===== src/mrv_pkg.sv =====
// Shared constants, types and codes for the microcoded reverb processor.
`timescale 1ns / 1ps

package mrv_pkg;

    // Sizes of the delay line, of one program and of the microcode store.
    // DELAY_WORDS must be a power of two, since the address wraps by truncation.
    localparam int DELAY_WORDS      = 16384;
    localparam int STEPS_PER_SAMPLE = 128;
    localparam int PROGRAM_SLOTS    = 64;
    localparam int STORE_WORDS      = PROGRAM_SLOTS * STEPS_PER_SAMPLE;

    localparam int DELAY_AW = $clog2(DELAY_WORDS);
    localparam int STORE_AW = $clog2(STORE_WORDS);
    localparam int STEP_W   = $clog2(STEPS_PER_SAMPLE);
    localparam int INC_W    = 14;
    localparam int ASUM_W   = (DELAY_AW > INC_W) ? DELAY_AW : INC_W;

    // The highest program that produces sound.
    localparam logic [7:0] LAST_PROGRAM = 8'd62;
    localparam logic [7:0] PROG_RESET   = 8'd255;

    // Steps whose bus value is taken as an output sample.
    localparam logic [STEP_W-1:0] TAP_RIGHT = STEP_W'(8'h60);
    localparam logic [STEP_W-1:0] TAP_LEFT  = STEP_W'(8'h70);
    localparam logic [STEP_W-1:0] STEP_LAST = STEP_W'(STEPS_PER_SAMPLE - 1);

    // Output saturation limits (13-bit signed range).
    localparam logic signed [15:0] SAT_HI = 16'sd4095;
    localparam logic signed [15:0] SAT_LO = -16'sd4096;

    // Request kinds.
    localparam logic REQ_SAMPLE = 1'b0;
    localparam logic REQ_LOAD   = 1'b1;

    // Microcode opcode in bits 15:14 of a word.
    typedef enum logic [1:0] {
        OP_MEM_ACC  = 2'd0,
        OP_MEM      = 2'd1,
        OP_ACC      = 2'd2,
        OP_ACC_INV  = 2'd3
    } t_opcode;

    typedef enum logic [1:0] {
        ST_CLEAR = 2'd0,
        ST_IDLE  = 2'd1,
        ST_RUN   = 2'd2,
        ST_FLUSH = 2'd3
    } t_state;

    // Control of one step, from the sequencer to the step unit.
    typedef struct packed {
        logic    first;
        logic    tap;
        t_opcode op;
    } t_step_ctl;

    // Results of one step, from the step unit back to the sequencer.
    typedef struct packed {
        logic               mem_we;
        logic signed [15:0] bus;
        logic               acc_we;
        logic signed [15:0] acc_nxt;
        logic signed [15:0] tap_out;
    } t_step_res;

endpackage


===== src/mrv_step_unit.sv =====
// Shared step datapath: bus source select, accumulate and output saturation.
`timescale 1ns / 1ps

module mrv_step_unit (
    input  mrv_pkg::t_step_ctl  i_ctl,
    input  logic signed [15:0]  i_left,
    input  logic signed [15:0]  i_right,
    input  logic signed [15:0]  i_acc,
    input  logic signed [15:0]  i_mem,
    output mrv_pkg::t_step_res  o_res
);
    import mrv_pkg::*;

    logic signed [15:0] mix_sum;
    logic signed [15:0] bus;
    logic signed [15:0] acc_keep;
    logic signed [15:0] sat;

    always_comb begin
        // Both inputs are floored by 16 before the mix; the low bit is then cleared.
        mix_sum = (i_left >>> 4) + (i_right >>> 4);

        unique case (i_ctl.op)
            OP_MEM_ACC, OP_MEM: bus = i_mem;
            OP_ACC:             bus = i_acc;
            OP_ACC_INV:         bus = ~i_acc;
            default:            bus = i_mem;
        endcase
        if (i_ctl.first) begin
            bus = {mix_sum[15:1], 1'b0};
        end

        // Opcodes with bit 0 set restart the sum instead of adding to it.
        acc_keep = (i_ctl.op == OP_MEM || i_ctl.op == OP_ACC_INV) ? 16'sd0 : i_acc;

        if (bus > SAT_HI) begin
            sat = SAT_HI;
        end else if (bus < SAT_LO) begin
            sat = SAT_LO;
        end else begin
            sat = bus;
        end

        o_res.bus     = bus;
        o_res.mem_we  = i_ctl.first || i_ctl.op == OP_ACC || i_ctl.op == OP_ACC_INV;
        o_res.acc_we  = !i_ctl.tap;
        o_res.acc_nxt = (bus >>> 1) + acc_keep + $signed({15'd0, bus[15]});
        o_res.tap_out = {sat[12:0], 3'b000};
    end

endmodule


===== config.mk =====
export PLATFORM = sky130hd
export DESIGN_NAME = mrv_step_unit
export DESIGN_NICKNAME = d
export VERILOG_FILES = /design/src/mrv_pkg.sv /design/src/mrv_step_unit.sv
export SDC_FILE = /design/constraint.sdc
export NUM_CORES = 1
export LEC_CHECK = 0
export ABC_CLOCK_PERIOD_IN_PS = 9310
export BUFFER_PORTS_ARGS = -buffer_cell sky130_fd_sc_hd__buf_2
export CORE_ASPECT_RATIO = 0.6
export CORE_MARGIN = 10
export CORE_UTILIZATION = 39
export DETAILED_ROUTE_END_ITERATION = 10
export PLACE_DENSITY_LB_ADDON = 0.08
export RECOVER_POWER = 50
export SLEW_MARGIN = 0
export SYNTH_ARGS = -nofsm -noshare
export SYNTH_HDL_FRONTEND = slang
export SYNTH_SLANG_ARGS = --single-unit

===== constraint.sdc =====
create_clock -name vclk -period 9.31
set_input_delay 1.3965 -clock vclk [all_inputs]
set_output_delay 1.3965 -clock vclk [all_outputs]
set_load 0.01 [all_outputs]

# Word level (Yosys, flattened, before mapping)
# Cells that the tools add are included.
# word_totals
regBits	0
in_bits	68
output_inout_bits	50
word_cells	20
# op_classes
add_sub_neg	3
order_cmp	2
eq_ne	3
mux	5
bitwise	1
n_reduce_logical	6
# ops
cell	count
case mux 16 bit (3 select lines)	1
2-to-1 mux 16 bit	2
2-to-1 mux 13 bit	2
adder 15 x 16 -> 16 bit	1
adder 16 x 2 -> 16 bit	1
greater-than comparator 16 x 13 -> 1 bit, second input constant	1
< comparator 16 x 13 -> 1 bit, second input constant	1
inverter 16 bit	1
adder 12 x 12 -> 13 bit	1
equality test 2 bit, second input constant	2
logical OR 1 bit	3
equality test 2 x 1 -> 1 bit, second input constant	1
logical NOT 2 bit	1
OR reduction 2 bit	1
logical NOT 1 bit	1

# Longest topological paths before layout
# Gate-level depths: netlist (run 1).
# depth
word_depth	7
ltp_mapped	16
mapped_depth_nobuf	16

# Worst setup path after synthesis (run 1)
# OpenSTA, ideal clock, no wires.
# synth_path
kind	input -> output
from	input port i_left[4]
to	output port o_res[28] in the netlist's numbering
arrival_ns	4.725
t_required_ns	7.914
path_slack_ns	3.188
stages	16
n_path_buf	0
path_cell_list	and2_1 -> fa_1 -> a211oi_1 -> o211ai_1 -> nand3b_1 -> nand3_1 -> nand2_1 -> inv_2 -> fa_1 -> fa_1 -> nor2b_1 -> o31a_1 -> o211ai_2 -> a21oi_1 -> o211ai_1 -> a211oi_1
# synth_rtl
element	line_no	rtl
start: declaration	mrv_step_unit.sv:6	input logic signed [15:0] i_left,
end: declaration	mrv_step_unit.sv:10	output mrv_pkg::t_step_res o_res

==> reports/results.ini, run 1 <==
[synthesis]
yosysWarnings = 0
synth_top_cells_by_area = ha_1 (15%), xnor2_1 (12%), a21oi_1 (5.9%), nor2b_1 (5.8%), nand2_1 (4.2%)
avgSynthCellArea_um2 = 6.90
synth_area_um2 = 2030
ys_seq_area_frac = 0
synth_top_area_cell = ha_1
synth.distinct_cells = 53
syn_inst = 295
netlist.area_leader.share = 0.154

[timing]
setup_violations = 0
fin_crit_ns = 6.75
post-route-period-util = 0.725
worst_slew_pin_slew_ns = 1.45
setup_tns_ns = 0
fmax_mhz = 148
final_hold_viol_count = 0
worst_hold_slack_ns = 3.01
rsz0062_at_grt = false
slew_headroom = 0.0362
slew_viol_final = 0

[worst_setup_path]
crit_path_frequent_cell = fa_1
cp.required_ns = 7.91
arrival_ns = 5.35
crit_fanout = 3
critPathLaunch = i_left[4]
end_kind = primary output
worstSetupPathDepth = 18
critPathLaunchType = input port
crit_end = o_res[28]
crit_buf_inv = 3
crit_family = compound AO/OA/AOI/OAI gates
worstSetupPathType = in2out
slowest_delay_ns = 0.47
path_cells = buf_2, and2_1, fa_1, a211oi_1, o211ai_1, nand3b_1, nand3_1, nand2_1, inv_2, fa_1, fa_1, nor2b_1, o31a_1, o211ai_2, a21oi_1, o211ai_1, a211oi_1, buf_2
cp_slowest_cell = fa_1

[drt]
ant_nets = 0
wirelength_um = 6760
viasPerCell = 5.21
initialDrtViolationCount = 105
drc = 0
dr.pass1.iters = 4
wl_per_cell_um = 14.9
route.vias.total = 2367

[finish]
nClkBuffers = 0
seq_area_um2 = 0
seq_cells = 0
drive_gt1_frac = 0.263
syn_to_final_growth_pct = 24.0
nets = 486
diodes = 0

[global_route]
top_usage_layer = met2
grt_pass1_wl_um = 11200
grt_overflow_total = 0
antenna_found_initial = 0
use_met3 = 0.0362
grtUsageTotal = 0.145
grt.met2_usage = 0.225
grt_max_degree = 36
grt_pass1_vias = 2388
use_met1 = 0.207

[run_status]
status = finished clean

[cts]
cts_resized = 0
postCtsSetupRepairBufs = 0
ctsHoldBuffers = 0

[power]
intPower_uw = 104
comb_power_share = 1.000
p_sw_uw = 139
clkPwrFrac = 0
ir_drop_v = 0.0000444
p_per_area_nw_per_um2 = 96.4
p_leak_nw = 1.24
swShare = 0.570
power_frac_seq = 0

[floorplan]
die_x_um = 113
start_util = 0.402
boundaryPins = 118
num_rows = 20
fp.dieH_um = 75.9
fp.dieArea_um2 = 8600
fp.coreArea_um2 = 5050

[placed_design]
port_buffers = 107
dp_hpwl_um = 6010
gp_congestion = 0.846

[worst_hold_path]
hp-class = in2out

[run]
maxCapViolCount = 0

layer usage:
metal	vias to the layer above	wire, um
li1	1231	-
met1	1048	3300
met2	86	2810
met3	2	646
met4	0	12
met5	-	0
cells in the final DEF, fill, tap and decap left out, drive strengths merged, types with 4 or more instances in the layout:
cell / Yosys / routed
o21ai: 21 / 21
ha: 25 / 25
a21oi: 26 / 26
a21o: 10 / 10
nand2: 23 / 23
xor2: 6 / 6
nor2b: 19 / 19
nand3: 10 / 10
xnor2: 28 / 28
nor2: 24 / 24
buf: 11 / 87
or2: 5 / 5
and2: 4 / 4
nand2b: 8 / 8
clkbuf: 5 / 20
a211oi: 14 / 14
inv: 16 / 15
logic make-up after synthesis:
group,after synthesis,synth area share
AND/OR/NAND/NOR,101,0.251
AO/OA/AOI/OAI,97,0.332
buffers and inverters,32,0.0756
multiplexers,2,0.00984
adder cells (fa/ha/maj),28,0.183
XOR/XNOR,34,0.146
other,1,0.00184
stage by stage:
step	area, um^2	utilization	total power [mW]	cells	setup slack (ns)
3_3_place_gp	2570	0.508	0.247	454	2.68
3_5_place_dp	2570	0.508	0.250	454	2.63
4_1_cts	2570	0.508	0.251	454	2.61
6_report	2520	0.499	0.243	454	2.56
5_1_grt	2520	0.499	0.274	454	2.20
2_1_floorplan	2040	-	0.167	297	3.19
power by group through the flow:
stage | combinational [mW] | clock, mW | sequential, mW
after floorplan | 0.167 | 0 | 0
after global placement | 0.247 | 0 | 0
after detailed placement | 0.250 | 0 | 0
after CTS | 0.251 | 0 | 0
after global routing | 0.274 | 0 | 0
final | 0.243 | 0 | 0
cells in the mapped netlist (2+ instances only):
cell type  instances
xnor2_1           28
ha_1              25
a21oi_1           24
nand2_1           23
nor2_1            23
nor2b_1           19
o21ai_0           17
inv_1             14
a211oi_1          11
a21o_1            10
nand3_1           10
nand2b_1           8
buf_4              6
xor2_1             6
clkbuf_1           5
or2_2              5
and2_1             4
o21ai_1            4
a211oi_2           3
buf_2              3
fa_1               3
nand3b_1           3
o21bai_1           3
a21oi_2            2
a221o_1            2
a31oi_1            2
inv_2              2
mux2i_1            2
o211ai_1           2
o21a_1             2
o22a_1             2
final cells by class:
type / count / area (um^2)
Timing Repair Buffer: 107 / 510
Fill cell: 557 / 2530
Inverter: 16 / 60.1
Multi-Input combinational cell: 265 / 1870
Tap cell: 66 / 82.6
worst min-delay path by stage:
stage / startpoint / endpoint / slack (ns) / depth (start not counted)
floorplan: i_ctl[2] / o_res[32] / 2.84 / 1
global placement: i_ctl[2] / o_res[32] / 3.02 / 3
detailed placement: i_ctl[2] / o_res[32] / 3.02 / 3
CTS: i_ctl[2] / o_res[32] / 3.02 / 3
global route: i_ctl[2] / o_res[32] / 3.02 / 3
finish: i_ctl[2] / o_res[32] / 3.01 / 3
Power figures use the tool's default switching activity.
==> run 2: changes to the inputs <==
Settings changed: ABC_CLOCK_PERIOD_IN_PS 9310 to 6600.
Clock period 9.31 ns to 6.6 ns, I/O delays scaled along.
==> reports/results.ini, run 2 (synthesis gave the netlist of run 1 again) <==
[timing]
setup_violations = 0  ; unchanged
fin_crit_ns = 5.94
setup_tns_ns = 0  ; unchanged
worst_slew_pin_slew_ns = 1.53  ; was 1.45 ns
rsz0062_at_grt = false  ; unchanged
final_hold_viol_count = 0  ; unchanged
post-route-period-util = 0.900
slew_headroom = -0.0168  ; was 0.0362
fmax_mhz = 168
slew_viol_final = 36  ; was 0

[worst_setup_path]
worstSetupPathType = in2out  ; unchanged
crit_family = compound AO/OA/AOI/OAI gates  ; unchanged
critPathLaunchType = input port  ; unchanged
end_kind = primary output  ; unchanged
cp_slowest_cell = fa_1  ; unchanged
slowest_delay_ns = 0.47  ; about the same
cp.required_ns = 5.61  ; was 7.91 ns
path_cells = buf_2, and2_1, fa_1, a211oi_1, o211ai_1, nand3b_1, nand3_1, nand2_1, inv_2, fa_1, fa_1, nor2b_1, o31a_1, o211ai_2, a21oi_1, o211ai_1, a211oi_1, buf_2  ; unchanged
crit_fanout = 3  ; unchanged
crit_buf_inv = 3  ; unchanged
crit_path_frequent_cell = fa_1  ; unchanged
arrival_ns = 4.95  ; was 5.35 ns

[floorplan]
num_rows = 20  ; unchanged
fp.dieH_um = 75.9  ; unchanged
fp.dieArea_um2 = 8600  ; unchanged
boundaryPins = 118  ; unchanged
fp.coreArea_um2 = 5050  ; unchanged
start_util = 0.402  ; unchanged
die_x_um = 113  ; unchanged

[drt]
viasPerCell = 5.09  ; was 5.21
wirelength_um = 6790  ; was 6760 um
ant_nets = 0  ; unchanged
drc = 0  ; unchanged
route.vias.total = 2316  ; was 2,367
wl_per_cell_um = 14.9  ; about the same
dr.pass1.iters = 4  ; unchanged
initialDrtViolationCount = 117  ; was 105

[placed_design]
port_buffers = 107  ; unchanged
gp_congestion = 0.858  ; was 0.846
dp_hpwl_um = 6020  ; was 6010 um

[run_status]
violations = capacitance limit, slew limit
status = finished with violations  ; was finished clean

[finish]
fillers = 576  ; was 557
final_common_cell = buf_2  ; unchanged
seq_area_um2 = 0  ; unchanged
nClkBuffers = 0  ; unchanged
final_cell_mix = buf_2 (90), xnor2_1 (28), ha_1 (25)  ; was buf_2 (87), xnor2_1 (28), ha_1 (25)
syn_to_final_growth_pct = 24.5  ; was 24.0%
multi_input_area_um2 = 1870  ; unchanged
diodes = 0  ; unchanged
postLayoutCoreUtil = 0.501  ; was 0.499
nets = 487  ; was 486
drive_gt1_frac = 0.272  ; was 0.263
seq_cells = 0  ; unchanged

[global_route]
grt.met2_usage = 0.219  ; was 0.225
top_usage_layer = met2  ; unchanged
grt_pass1_vias = 2262  ; was 2,388
grt_overflow_total = 0  ; unchanged
grt_max_degree = 36  ; unchanged
antenna_found_initial = 0  ; unchanged
use_met1 = 0.202  ; was 0.207
grt_pass1_wl_um = 10900  ; was 11,200 um
grtUsageTotal = 0.142  ; was 0.145
use_met3 = 0.0393  ; was 0.0362

[run]
maxCapViolCount = 1  ; was 0

[worst_hold_path]
hp-class = in2out  ; unchanged

[power]
p_per_area_nw_per_um2 = 136  ; was 96.4 nW/um^2
ir_drop_v = 0.0000560  ; was 0.0000444 V
p_leak_nw = 1.25  ; was 1.24 nW

[cts]
ctsHoldBuffers = 0  ; unchanged
postCtsSetupRepairBufs = 0  ; unchanged
cts_resized = 0  ; unchanged

run 2: area by class of cell:
| cell class | instances | share of cell area |
|---|---|---|
| Multi-Input combinational cell | 265 | 0.738 |
| Timing Repair Buffer | 108 | 0.206 |
| Tap cell | 66 | 0.0326 |
| Inverter | 16 | 0.0237 |
run 2: worst min-delay path, cell delays in order:
cell      delay, ns
buf_2          0.07
inv_1          0.03
clkbuf_1       0.11
run 2: stage by stage:
stage	std cells	instance area [um^2]	total power, mW	worst slack, ns	hold slack (ns)
floorplan	297	2040	0.235	1.29	2.02
global route	455	2530	0.386	0.353	2.21
CTS	455	2570	0.354	0.704	2.20
detailed placement	455	2570	0.353	0.725	2.20
global placement	455	2570	0.350	0.804	2.20
finish	455	2530	0.344	0.657	2.19
run 2: per-layer routing:
layer,routed length [um],up-vias
met3,623,0
met1,3430,1002
met4,0,0
met5,0,-
met2,2740,80
li1,-,1234
run 2: power by group:
group / total (mW) / leakage (nW) / switching, mW / internal (mW)
registers: 0 / 0 / 0 / 0
logic: 0.344 / 1.25 / 0.196 / 0.148
clock network: 0 / 0 / 0 / 0
run 2: final timing paths:
check | to | startpoint | cells after the start
worst min-delay path | o_res[32] | i_ctl[2] | 3
worst max-delay path | o_res[28] | i_left[4] | 18
